**src/hw/rtl/dmsg_pkg.sv**
```systemverilog
`timescale 1ns / 1ps
// dmsg_pkg: widths, mode and register codes, and the quarter-wave sine table
// for the modulator sample generator. No dependencies.

package dmsg_pkg;

    // Fixed datapath widths
    localparam int PHASE_BITS      = 32;
    localparam int TABLE_ADDR_BITS = 10;
    localparam int SAMPLE_BITS     = 16;
    localparam int QTR_BITS        = TABLE_ADDR_BITS - 2;
    localparam int N4              = 2 ** QTR_BITS;
    localparam int MAG_BITS        = SAMPLE_BITS - 2;
    localparam int ROUND_SHIFT     = 33 - SAMPLE_BITS;
    // Deviation product to phase units; non-negative for these widths
    localparam int DEV_SHIFT       = PHASE_BITS - SAMPLE_BITS - 12;
    localparam int DEV_BITS        = 16;
    localparam int ADDR_BITS       = 5;
    localparam int DATA_BITS       = 32;

    localparam logic [63:0] HALF_PI_Q30 = 64'd1686629713;
    localparam logic [TABLE_ADDR_BITS-1:0] QUARTER_ADDR = TABLE_ADDR_BITS'(N4);

    typedef logic signed [SAMPLE_BITS-1:0]     t_smp;
    typedef logic [N4-1:0][MAG_BITS-1:0]       t_qtab;

    // Modulation modes
    localparam logic [2:0] MODE_BPSK     = 3'd0;
    localparam logic [2:0] MODE_BFSK     = 3'd1;
    localparam logic [2:0] MODE_BASK     = 3'd2;
    localparam logic [2:0] MODE_QAM4     = 3'd3;
    localparam logic [2:0] MODE_CARRIER  = 3'd4;
    localparam logic [2:0] MODE_PASSBAND = 3'd5;
    localparam logic [2:0] MODE_TONE     = 3'd6;

    // Register indexes (word address)
    localparam logic [2:0] REG_MODE      = 3'd0;
    localparam logic [2:0] REG_OUT_CHAN  = 3'd1;
    localparam logic [2:0] REG_BB_STEP   = 3'd2;
    localparam logic [2:0] REG_PB_STEP   = 3'd3;
    localparam logic [2:0] REG_SYM_STEP  = 3'd4;
    localparam logic [2:0] REG_DEV       = 3'd5;

    // Sine magnitude of quarter-wave offset r: Taylor series to x^11 in Q30,
    // clamped at zero, rounded half up to the sample format.
    function automatic logic [MAG_BITS-1:0] sine_mag(input int unsigned r);
        logic [63:0]        x;
        logic [63:0]        x2;
        logic [63:0]        t;
        logic signed [63:0] acc;
        logic signed [63:0] s;
        x   = (64'(r) * HALF_PI_Q30) >> QTR_BITS;
        x2  = (x * x) >> 30;
        t   = x;
        acc = signed'(x);
        t   = ((t * x2) >> 30) / 64'd6;
        acc = acc - signed'(t);
        t   = ((t * x2) >> 30) / 64'd20;
        acc = acc + signed'(t);
        t   = ((t * x2) >> 30) / 64'd42;
        acc = acc - signed'(t);
        t   = ((t * x2) >> 30) / 64'd72;
        acc = acc + signed'(t);
        t   = ((t * x2) >> 30) / 64'd110;
        acc = acc - signed'(t);
        if (acc < 0) begin
            acc = 64'sd0;
        end
        s = (acc + (64'sd1 <<< (ROUND_SHIFT - 1))) >>> ROUND_SHIFT;
        return s[MAG_BITS-1:0];
    endfunction

    function automatic t_qtab build_qtab();
        t_qtab tab;
        for (int i = 0; i < N4; i++) begin
            tab[i] = sine_mag(unsigned'(i));
        end
        return tab;
    endfunction

    // Quarter-wave table (offsets 0 .. N4-1) and the peak at exactly pi/2
    localparam t_qtab SIN_QTAB = build_qtab();
    localparam logic [MAG_BITS-1:0] SIN_PEAK = sine_mag(unsigned'(N4));

endpackage

```
**src/hw/rtl/digital_modulator_sample_generator.sv**
```systemverilog
`timescale 1ns / 1ps
// digital_modulator_sample_generator: NCO-based BPSK/BFSK/BASK/4QAM modulator
// with phase-modulated passband output. Depends on dmsg_pkg.
//
// Usage
//   Input channel (i_valid / o_stall): one transfer per sample tick, carrying
//   the current symbol's bits. Each transfer yields exactly one result.
//   Output channel (o_valid / i_stall): the sample and a flag that marks the
//   last sample of a symbol (symbol clock carry).
//   Registers are written over the APB port (psel/penable/pwrite/paddr/
//   pwdata); pready is tied high and reads return the register contents.
//   From input transfer to output transfer a sample passes through the input
//   register, the baseband stage, the deviation multiply and the passband
//   lookup into the output register.
//   Throughput is one sample per cycle while the receiver does not stall; the
//   deviation multiply sits in its own stage between the baseband and passband table lookups.
//   While the receiver stalls, the output holds and items move up into empty
//   stages; the input stalls only once every stage is full.
//   Reset clears the phase accumulators and stage valids and loads the
//   register defaults (carrier mode, passband output).
//   Registers are to be written only while no item is in flight.

module digital_modulator_sample_generator
    import dmsg_pkg::*;
(
    input  logic                  i_clk,
    input  logic                  i_rst_n,
    // input channel
    input  logic                  i_valid,
    output logic                  o_stall,
    input  logic [1:0]            i_symbol_bits,
    // output channel
    output logic                  o_valid,
    input  logic                  i_stall,
    output logic signed [15:0]    o_sample,
    output logic                  o_symbol_end,
    // configuration port
    input  logic                  psel,
    input  logic                  penable,
    input  logic                  pwrite,
    input  logic [ADDR_BITS-1:0]  paddr,
    input  logic [DATA_BITS-1:0]  pwdata,
    output logic [DATA_BITS-1:0]  prdata,
    output logic                  pready
);

    // ------------------------------------------------------------------
    // Helpers
    // ------------------------------------------------------------------
    // Signed sine from the top phase bits, using quarter-wave symmetry
    function automatic t_smp rom_read(input logic [TABLE_ADDR_BITS-1:0] a);
        logic [QTR_BITS:0]   r;
        logic [MAG_BITS-1:0] mag;
        t_smp                v;
        r = {1'b0, a[QTR_BITS-1:0]};
        if (a[QTR_BITS]) begin
            r = (QTR_BITS + 1)'(N4) - r;
        end
        mag = r[QTR_BITS] ? SIN_PEAK : SIN_QTAB[r[QTR_BITS-1:0]];
        v   = {2'b00, mag};
        return a[TABLE_ADDR_BITS-1] ? -v : v;
    endfunction

    function automatic t_smp sat_smp(input logic signed [SAMPLE_BITS:0] v);
        logic signed [SAMPLE_BITS:0] hi;
        logic signed [SAMPLE_BITS:0] lo;
        hi = (SAMPLE_BITS + 1)'((2 ** (SAMPLE_BITS - 1)) - 1);
        lo = -((SAMPLE_BITS + 1)'(2 ** (SAMPLE_BITS - 1)));
        if (v > hi) begin
            return hi[SAMPLE_BITS-1:0];
        end
        if (v < lo) begin
            return lo[SAMPLE_BITS-1:0];
        end
        return v[SAMPLE_BITS-1:0];
    endfunction

    // ------------------------------------------------------------------
    // Configuration registers
    // ------------------------------------------------------------------
    logic [2:0]             r_mode;
    logic                   r_out_chan;
    logic [PHASE_BITS-1:0]  r_bb_step;
    logic [PHASE_BITS-1:0]  r_pb_step;
    logic [PHASE_BITS-1:0]  r_sym_step;
    logic signed [DEV_BITS-1:0] r_dev;
    logic                   w_cfg_wr;

    assign pready   = 1'b1;
    assign w_cfg_wr = psel && penable && pwrite;

    always_ff @(posedge i_clk) begin
        if (!i_rst_n) begin
            r_mode     <= MODE_CARRIER;
            r_out_chan <= 1'b1;
            r_bb_step  <= PHASE_BITS'(97392);
            r_pb_step  <= PHASE_BITS'(486957743);
            r_sym_step <= PHASE_BITS'(97392);
            r_dev      <= DEV_BITS'(2086);
        end else if (w_cfg_wr) begin
            unique case (paddr[4:2])
                REG_MODE:     r_mode     <= pwdata[2:0];
                REG_OUT_CHAN: r_out_chan <= pwdata[0];
                REG_BB_STEP:  r_bb_step  <= pwdata[PHASE_BITS-1:0];
                REG_PB_STEP:  r_pb_step  <= pwdata[PHASE_BITS-1:0];
                REG_SYM_STEP: r_sym_step <= pwdata[PHASE_BITS-1:0];
                REG_DEV:      r_dev      <= pwdata[DEV_BITS-1:0];
                default: ;
            endcase
        end
    end

    // Register readback
    always_comb begin
        unique case (paddr[4:2])
            REG_MODE:     prdata = {29'd0, r_mode};
            REG_OUT_CHAN: prdata = {31'd0, r_out_chan};
            REG_BB_STEP:  prdata = r_bb_step;
            REG_PB_STEP:  prdata = r_pb_step;
            REG_SYM_STEP: prdata = r_sym_step;
            REG_DEV:      prdata = {{(DATA_BITS - DEV_BITS){r_dev[DEV_BITS-1]}}, r_dev};
            default:      prdata = '0;
        endcase
    end

    // ------------------------------------------------------------------
    // Pipeline flow control: a stage takes new data when it is empty or
    // its content moves on in the same cycle
    // ------------------------------------------------------------------
    logic r_s1_valid, r_s2_valid, r_s3_valid, r_s4_valid;
    logic w_rdy1, w_rdy2, w_rdy3, w_rdy4;
    logic w_in_xfer;

    assign w_rdy4    = !r_s4_valid || !i_stall;
    assign w_rdy3    = !r_s3_valid || w_rdy4;
    assign w_rdy2    = !r_s2_valid || w_rdy3;
    assign w_rdy1    = !r_s1_valid || w_rdy2;
    assign o_stall   = !w_rdy1;
    assign w_in_xfer = i_valid && w_rdy1;

    always_ff @(posedge i_clk) begin
        if (!i_rst_n) begin
            r_s1_valid <= 1'b0;
            r_s2_valid <= 1'b0;
            r_s3_valid <= 1'b0;
            r_s4_valid <= 1'b0;
        end else begin
            if (w_rdy1) r_s1_valid <= i_valid;
            if (w_rdy2) r_s2_valid <= r_s1_valid;
            if (w_rdy3) r_s3_valid <= r_s2_valid;
            if (w_rdy4) r_s4_valid <= r_s3_valid;
        end
    end

    // ------------------------------------------------------------------
    // Phase accumulators, advanced once per input transfer
    // ------------------------------------------------------------------
    logic [PHASE_BITS-1:0] r_bb_phase;
    logic [PHASE_BITS-1:0] r_pb_phase;
    logic [PHASE_BITS-1:0] r_sym_phase;
    logic [PHASE_BITS:0]   n_sym_sum;

    assign n_sym_sum = {1'b0, r_sym_phase} + {1'b0, r_sym_step};

    always_ff @(posedge i_clk) begin
        if (!i_rst_n) begin
            r_bb_phase  <= '0;
            r_pb_phase  <= '0;
            r_sym_phase <= '0;
        end else if (w_in_xfer) begin
            r_bb_phase  <= r_bb_phase + r_bb_step;
            r_pb_phase  <= r_pb_phase + r_pb_step;
            r_sym_phase <= n_sym_sum[PHASE_BITS-1:0];
        end
    end

    // Stage 1: input register with the phases as they stood before the tick
    logic [1:0]            r_s1_bits;
    logic [PHASE_BITS-1:0] r_s1_bb_phase;
    logic [PHASE_BITS-1:0] r_s1_pb_phase;
    logic                  r_s1_end;

    always_ff @(posedge i_clk) begin
        if (w_in_xfer) begin
            r_s1_bits     <= i_symbol_bits;
            r_s1_bb_phase <= r_bb_phase;
            r_s1_pb_phase <= r_pb_phase;
            r_s1_end      <= n_sym_sum[PHASE_BITS];
        end
    end

    // ------------------------------------------------------------------
    // Stage 2: baseband value per mode
    // ------------------------------------------------------------------
    t_smp                        w_cb;
    t_smp                        w_ch;
    t_smp                        w_sb;
    logic signed [SAMPLE_BITS:0] w_cb_ext;
    logic signed [SAMPLE_BITS:0] w_sb_ext;
    logic signed [SAMPLE_BITS:0] w_half_tmp;
    logic signed [SAMPLE_BITS:0] w_qam_sum;
    t_smp                        n_bb;
    logic                        w_b0;
    logic                        w_b1;

    assign w_b0 = r_s1_bits[0];
    assign w_b1 = r_s1_bits[1];

    always_comb begin
        w_cb = rom_read(r_s1_bb_phase[PHASE_BITS-1 -: TABLE_ADDR_BITS] + QUARTER_ADDR);
        // half-frequency carrier: cosine of the phase shifted down by one
        w_ch = rom_read({1'b0, r_s1_bb_phase[PHASE_BITS-1 -: TABLE_ADDR_BITS-1]}
                        + QUARTER_ADDR);
        w_sb = rom_read(r_s1_bb_phase[PHASE_BITS-1 -: TABLE_ADDR_BITS]);

        w_cb_ext = {w_cb[SAMPLE_BITS-1], w_cb};
        w_sb_ext = {w_sb[SAMPLE_BITS-1], w_sb};
        // halve, truncating toward zero
        w_half_tmp = w_cb_ext + $signed({{SAMPLE_BITS{1'b0}}, w_cb[SAMPLE_BITS-1]});
        w_qam_sum  = (w_b0 ? -w_cb_ext : w_cb_ext) + (w_b1 ? -w_sb_ext : w_sb_ext);

        unique case (r_mode) inside
            MODE_BPSK:              n_bb = w_b0 ? -w_cb : w_cb;
            MODE_BFSK:              n_bb = w_b0 ? w_cb : w_ch;
            MODE_BASK:              n_bb = w_b0 ? w_cb : t_smp'(w_half_tmp >>> 1);
            MODE_QAM4:              n_bb = sat_smp(w_qam_sum);
            MODE_CARRIER, MODE_TONE: n_bb = w_cb;
            default:                n_bb = '0;
        endcase
    end

    t_smp                  r_s2_bb;
    logic [PHASE_BITS-1:0] r_s2_pb_phase;
    logic                  r_s2_end;

    always_ff @(posedge i_clk) begin
        if (r_s1_valid && w_rdy2) begin
            r_s2_bb       <= n_bb;
            r_s2_pb_phase <= r_s1_pb_phase;
            r_s2_end      <= r_s1_end;
        end
    end

    // ------------------------------------------------------------------
    // Stage 3: deviation times baseband
    // ------------------------------------------------------------------
    logic signed [DEV_BITS+SAMPLE_BITS-1:0] r_s3_prod;
    t_smp                                   r_s3_bb;
    logic [PHASE_BITS-1:0]                  r_s3_pb_phase;
    logic                                   r_s3_end;

    always_ff @(posedge i_clk) begin
        if (r_s2_valid && w_rdy3) begin
            r_s3_prod     <= (DEV_BITS + SAMPLE_BITS)'(r_dev)
                             * (DEV_BITS + SAMPLE_BITS)'(r_s2_bb);
            r_s3_bb       <= r_s2_bb;
            r_s3_pb_phase <= r_s2_pb_phase;
            r_s3_end      <= r_s2_end;
        end
    end

    // ------------------------------------------------------------------
    // Stage 4: modulated passband phase, lookup (bypassed in carrier mode) and channel select
    // ------------------------------------------------------------------
    logic [PHASE_BITS-1:0] w_pm_phase;
    t_smp                  w_pb;
    t_smp                  n_sample;

    always_comb begin
        w_pm_phase = r_s3_pb_phase + (PHASE_BITS'(r_s3_prod) << DEV_SHIFT);
        if (r_mode == MODE_CARRIER) begin
            w_pb = r_s3_bb;
        end else begin
            w_pb = rom_read(w_pm_phase[PHASE_BITS-1 -: TABLE_ADDR_BITS] + QUARTER_ADDR);
        end
        n_sample = r_out_chan ? w_pb : r_s3_bb;
    end

    t_smp r_s4_sample;
    logic r_s4_end;

    always_ff @(posedge i_clk) begin
        if (r_s3_valid && w_rdy4) begin
            r_s4_sample <= n_sample;
            r_s4_end    <= r_s3_end;
        end
    end

    assign o_valid      = r_s4_valid;
    assign o_sample     = r_s4_sample;
    assign o_symbol_end = r_s4_end;

endmodule

```
**config.mk**
```make
export PLATFORM = sky130hd
export DESIGN_NAME = digital_modulator_sample_generator
export DESIGN_NICKNAME = d
export VERILOG_FILES = /design/src/hw/rtl/dmsg_pkg.sv /design/src/hw/rtl/digital_modulator_sample_generator.sv
export SDC_FILE = /design/constraint.sdc
export NUM_CORES = 2
export LEC_CHECK = 0
export CAP_MARGIN = 20
export CORE_MARGIN = 1
export CORE_UTILIZATION = 50
export DETAILED_ROUTE_END_ITERATION = 12
export DONT_BUFFER_PORTS = 1
export GPL_TIMING_DRIVEN = 0
export PLACE_DENSITY_LB_ADDON = 0.12
export SYNTH_ARGS = -nofsm -noshare
export SYNTH_HDL_FRONTEND = slang
export SYNTH_SLANG_ARGS = --single-unit
```
**constraint.sdc**
```tcl
create_clock -name i_clk -period 9.4 [get_ports i_clk]
set_input_delay 0.47 -clock i_clk [delete_from_list [all_inputs] [get_ports i_clk]]
set_output_delay 0.47 -clock i_clk [all_outputs]
set_load 0.005 [all_outputs]
```
==> metrics.txt, run 1 <==
GRT Util Overall=between 50 and 60%; Netlist Area Pre-Place=between 40000 and 50000 um2; H-tree depth=2; library cells used by synthesis=132; Yosys top cell area share=a little over a tenth; dominant synthesized flop cell=dfxtp_1; Avg Cell Area, Syn=a little under 8 um2; FF+latch count, synth=392; register area share after synthesis=19.4%; Overflow after GRT=7; chip height=317 um; Sink Count=392; first-pass GRT wire length=386000 um; Post-synth EDFFs=176; row cnt=roughly 120; HPWL after DPL=a little under 200000 um; ys async rst share=0%; die extent in x=317 um; RePlAce Congestion=1.09; PortBufs=0; Post-synth top cells=822 x nand2_1, 430 x o21ai_0, 402 x a21oi_1, 362 x inv_1, 324 x nor2_1; I/O pins=98; Mapped Nets=about 7000; TritonCTS buffer count=38; Yosys warnings=0; most common cell in the netlist=nand2_1; Yosys top cell by area=edfxtp_1; Starting Density=50.4%; Post-Syn Instances=around 6400; dpl cells=7685; largest net degree at the start of global routing=39; stop err=[ERROR GRT-0116] Global routing finished with congestion. Check the congestion regions in the DRC Viewer.; vias in the first global route=58900; top post-synthesis cells by area=edfxtp_1 11%, fa_1 9.4%, dfxtp_1 8.7%; outcome=stopped before the end; clk buf depth=3; Root Buffer=clkbuf_16; Last stage=5_1_grt
==> layer usage <==
| layer | GRT usage, % | overflow |
|---|---|---|
| met1 | 62.7 | 1 |
| met2 | 71.3 | 3 |
| met3 | 26.4 | 0 |
| met4 | 36.8 | 3 |
| met5 | 2.60 | 0 |
==> logic make-up after synthesis <==
group | after synthesis | share of synthesized area, %
AOI/OAI and AO/OA | 2137 | 29.5
and+or+nand+nor | 2109 | 20.4
muxes | 62 | 1.55
DFF | 392 | 19.4
adders and majority gates | 510 | 16.4
xor gates and xnor gates | 263 | 4.92
buffers and inverters | 898 | 7.83
other | 1 | 0.00757
==> stage by stage <==
step,hold WS [ns],worst slack (ns),setup TNS [ns],utilization [%],instance area [um2]
CTS,0.0115,0.0287,0,54.5,53600
global placement,0.402,-3.98,-92.17,52.0,51100
floorplan,0.400,0.203,0,-,49500
detailed placement,0.405,-3.08,-70.76,52.4,51500
==> repair_timing <==
action / 4_1_cts
hold endpoints to repair: 2
gates resized for setup: 151
pin swaps: 15
endpoints found under the setup margin: 32
buffers inserted: 32
hold buffers: 2
==> run 2, diff against run 1 <==
--- a/config.mk
+++ b/config.mk
@@ -7,11 +7,11 @@
 export LEC_CHECK = 0
 export CAP_MARGIN = 20
 export CORE_MARGIN = 1
-export CORE_UTILIZATION = 50
+export CORE_UTILIZATION = 35
 export DETAILED_ROUTE_END_ITERATION = 12
 export DONT_BUFFER_PORTS = 1
 export GPL_TIMING_DRIVEN = 0
-export PLACE_DENSITY_LB_ADDON = 0.12
+export PLACE_DENSITY_LB_ADDON = 0.15
 export SYNTH_ARGS = -nofsm -noshare
 export SYNTH_HDL_FRONTEND = slang
 export SYNTH_SLANG_ARGS = --single-unit
==> constraint.sdc (replaced) <==
create_clock -name i_clk -period 12.2 [get_ports i_clk]
set_input_delay 0.61 -clock i_clk [delete_from_list [all_inputs] [get_ports i_clk]]
set_output_delay 0.61 -clock i_clk [all_outputs]
set_load 0.005 [all_outputs]
==> run 2 against run 1 <==
  * The run now ends clean
  * Synthesized cell count unchanged
  * Area after synthesis unchanged
==> metrics.txt, run 2 <==
outcome=finished, final reports clean; vias per cell=6.57; Setup crit start kind=register; clock share of power=13.3%; final worst-path cycle share=99.5%; Yosys top cell by area=edfxtp_1; CP Max Fanout=18; Worst path most repeated cell=a21oi_1; Sink Count=roughly 390; Post-CTS Hold Fix Bufs=0; Clock Latency Late Sink=0.61 ns; layout cells sized above 1=just under 7%; FF+latch count, synth=392; chip height=~380 um; clock-pin slew on the worst setup and hold paths=0.06 ns; grt met1 use=52.4%; Worst VDD drop=between 0.0002 and 0.00025 V; HPWL after DPL=212000 um; Yosys warnings=0; register area share after synthesis=19.4%; Post-synth top cells=822 x nand2_1, 430 x o21ai_0, 402 x a21oi_1, 362 x inv_1, 324 x nor2_1; max_cap viols=0; Critical Path RT=roughly 13 ns; min-delay worst type=in2reg; die extent in x=~380 um; fin util=38.4%; combinational share of power=70.8%; Sw Pwr=0.00565 W; GR Util met2=54.1%; dominant synthesized flop cell=dfxtp_1; vias in the first global route=51700; Nets=7006; RePlAce Congestion=1.05; largest net degree at the start of global routing=38; Post-Syn Instances=about 6400; Die ar.=143000 um2; met3 Use GR=8.73%; most frequent cells in the layout=822 x nand2_1, 427 x o21ai_0, 402 x a21oi_1; first-pass iteration count of the detailed router=8; drt drc=0; most common cell in the netlist=nand2_1; library cells used by synthesis=about 130; DRT iter0 DRCs=7841; Avg Cell Area, Syn=7.77 um2; Slew HR=15.5%; Final Hold Fails=0; fmax=82.4 MHz; top post-synthesis cells by area=edfxtp_1 11%, fa_1 9.4%, dfxtp_1 8.7%; Overflow after GRT=0; Worst Path Arrival=12.44 ns; max-slew violation count=0; dpl cells=8280; row cnt=about 140; Netlist Area Pre-Place=49500 um2; critical path class=reg2reg; Mapped Nets=about 6900; P&R area growth vs syn=8.52%; core region area=140000 um2; grt peak-use layer=met2; Post-synth EDFFs=176; TritonCTS buffer count=between 40 and 50; CTS tree=yes; critical-path cell with the highest stage delay=nor4b_2; max incr delay on CP=0.84 ns; Final ANT Viol Nets=0; Tmin final=12.14 ns; Root Buffer=clkbuf_16; fillers=approximately 15000; final std cells w/o fill=8365; PortBufs=0; Crit. End Element=register; skew final=0.0365 ns; Vias=55000; sequential share of power=15.9%; ys async rst share=0%; Crit path max-delay family=compound AO/OA/AOI/OAI gates; drt total wl=277000 um; I/O pins=98; worst-margin pin slew=about 1.3 ns; pwr dens=183 nW/um2; initial antenna violation count=11; switching portion of total power=between 50% and 60%; post-DR wirelength/cell=33.1 um; leakage power=20.0 nW; buffer and inverter count on the worst path=6; first-pass GRT wire length=between 300000 and 400000 um; clk buf depth=3; GRT Util Overall=37.6%; Yosys top cell area share=10.7%; internal power=~0.0042 W; Setup Viol. Count Final=0; H-tree depth=2; Starting Density=35.4%; RSZ-0062 raised after global routing=no; most common library cell in the layout ignoring fill and taps=nand2_1
## run 2: cell counts after synthesis
No cell type changed its count.
## run 2: worst paths after layout
kind         slack [ns]                        start  cells past startpoint                          end
min reg2reg        0.40  r_s1_pb_phase[11]$_DFFE_PP_                      0  r_s2_pb_phase[11]$_DFFE_PP_
max reg2reg        0.06  r_s1_bb_phase[22]$_DFFE_PP_                     32        r_s2_bb[13]$_DFFE_PP_
min                0.11             i_symbol_bits[1]                      0       r_s1_bits[1]$_DFFE_PP_
max                0.06  r_s1_bb_phase[22]$_DFFE_PP_                     32        r_s2_bb[13]$_DFFE_PP_
## run 2: metrics by stage
step	hold slack [ns]	TNS [ns]	area [um2]	total power [W]	setup slack (ns)
2_1_floorplan	0.400	0	49500	0.00554	3.00
3_3_place_gp	0.403	-18.09	51900	0.00827	-1.29
3_5_place_dp	0.405	-7.14	52300	0.00818	-0.609
4_1_cts	0.0715	0	53700	0.00954	0.0584
5_1_grt	0.0761	0	53700	0.0102	0.0238
6_report	0.109	0	53700	0.00985	0.0573
## run 2: kinds of logic after synthesis
group / share of synthesized area (%)
compound gates: 29.5
xor+xnor: 4.92
mux: 1.55
other cells: 0.00757
flops: 19.4
simple gates: 20.4
fa+ha+maj: 16.4
buf+inv: 7.83
## run 2: worst register-to-register path, delay by kind of cell (launching register included)
family	cells	cell delay [ns]
xor+xnor	3	1.12
flops	1	0.51
buf+inv	6	2.31
compound gates	13	3.85
fa+ha+maj	3	1.24
simple gates	7	2.83
## run 2: routing by layer
layer	vias up	routed length [um]
met1	27000	119000
met4	4	15500
li1	23500	-
met3	828	28300
met2	3636	114000
met5	-	32
## run 2: power groups by stage
stage	combinational [W]	sequential, W	clock, W
5_1_grt	0.00721	0.00157	0.00139
6_report	0.00697	0.00157	0.00131
3_5_place_dp	0.00658	0.00160	0
4_1_cts	0.00663	0.00157	0.00134
3_3_place_gp	0.00667	0.00160	0
2_1_floorplan	0.00399	0.00155	0
## run 2: cell type report
type / count / area (um2) / area share, %
well taps: 1876 / 2350 / 4.37
inverters: 375 / 1410 / 2.63
flip-flops and latches: 392 / 9610 / 17.9
clock buffers: 47 / 1090 / 2.03
multi-input cells: 5082 / 36100 / 67.2
diodes: 2 / 5.00 / 0.00931
clock inverters: 31 / 290 / 0.540
repair buffers: 39 / 379 / 0.705
plain buffers: 521 / 2470 / 4.59
## run 2: timing repair
action,4_1_cts,5_1_grt
setup endpoints to repair,16,16
buffers inserted,1,2
resized for setup,1,11
No activity file was read; power rests on OpenSTA's default activity.
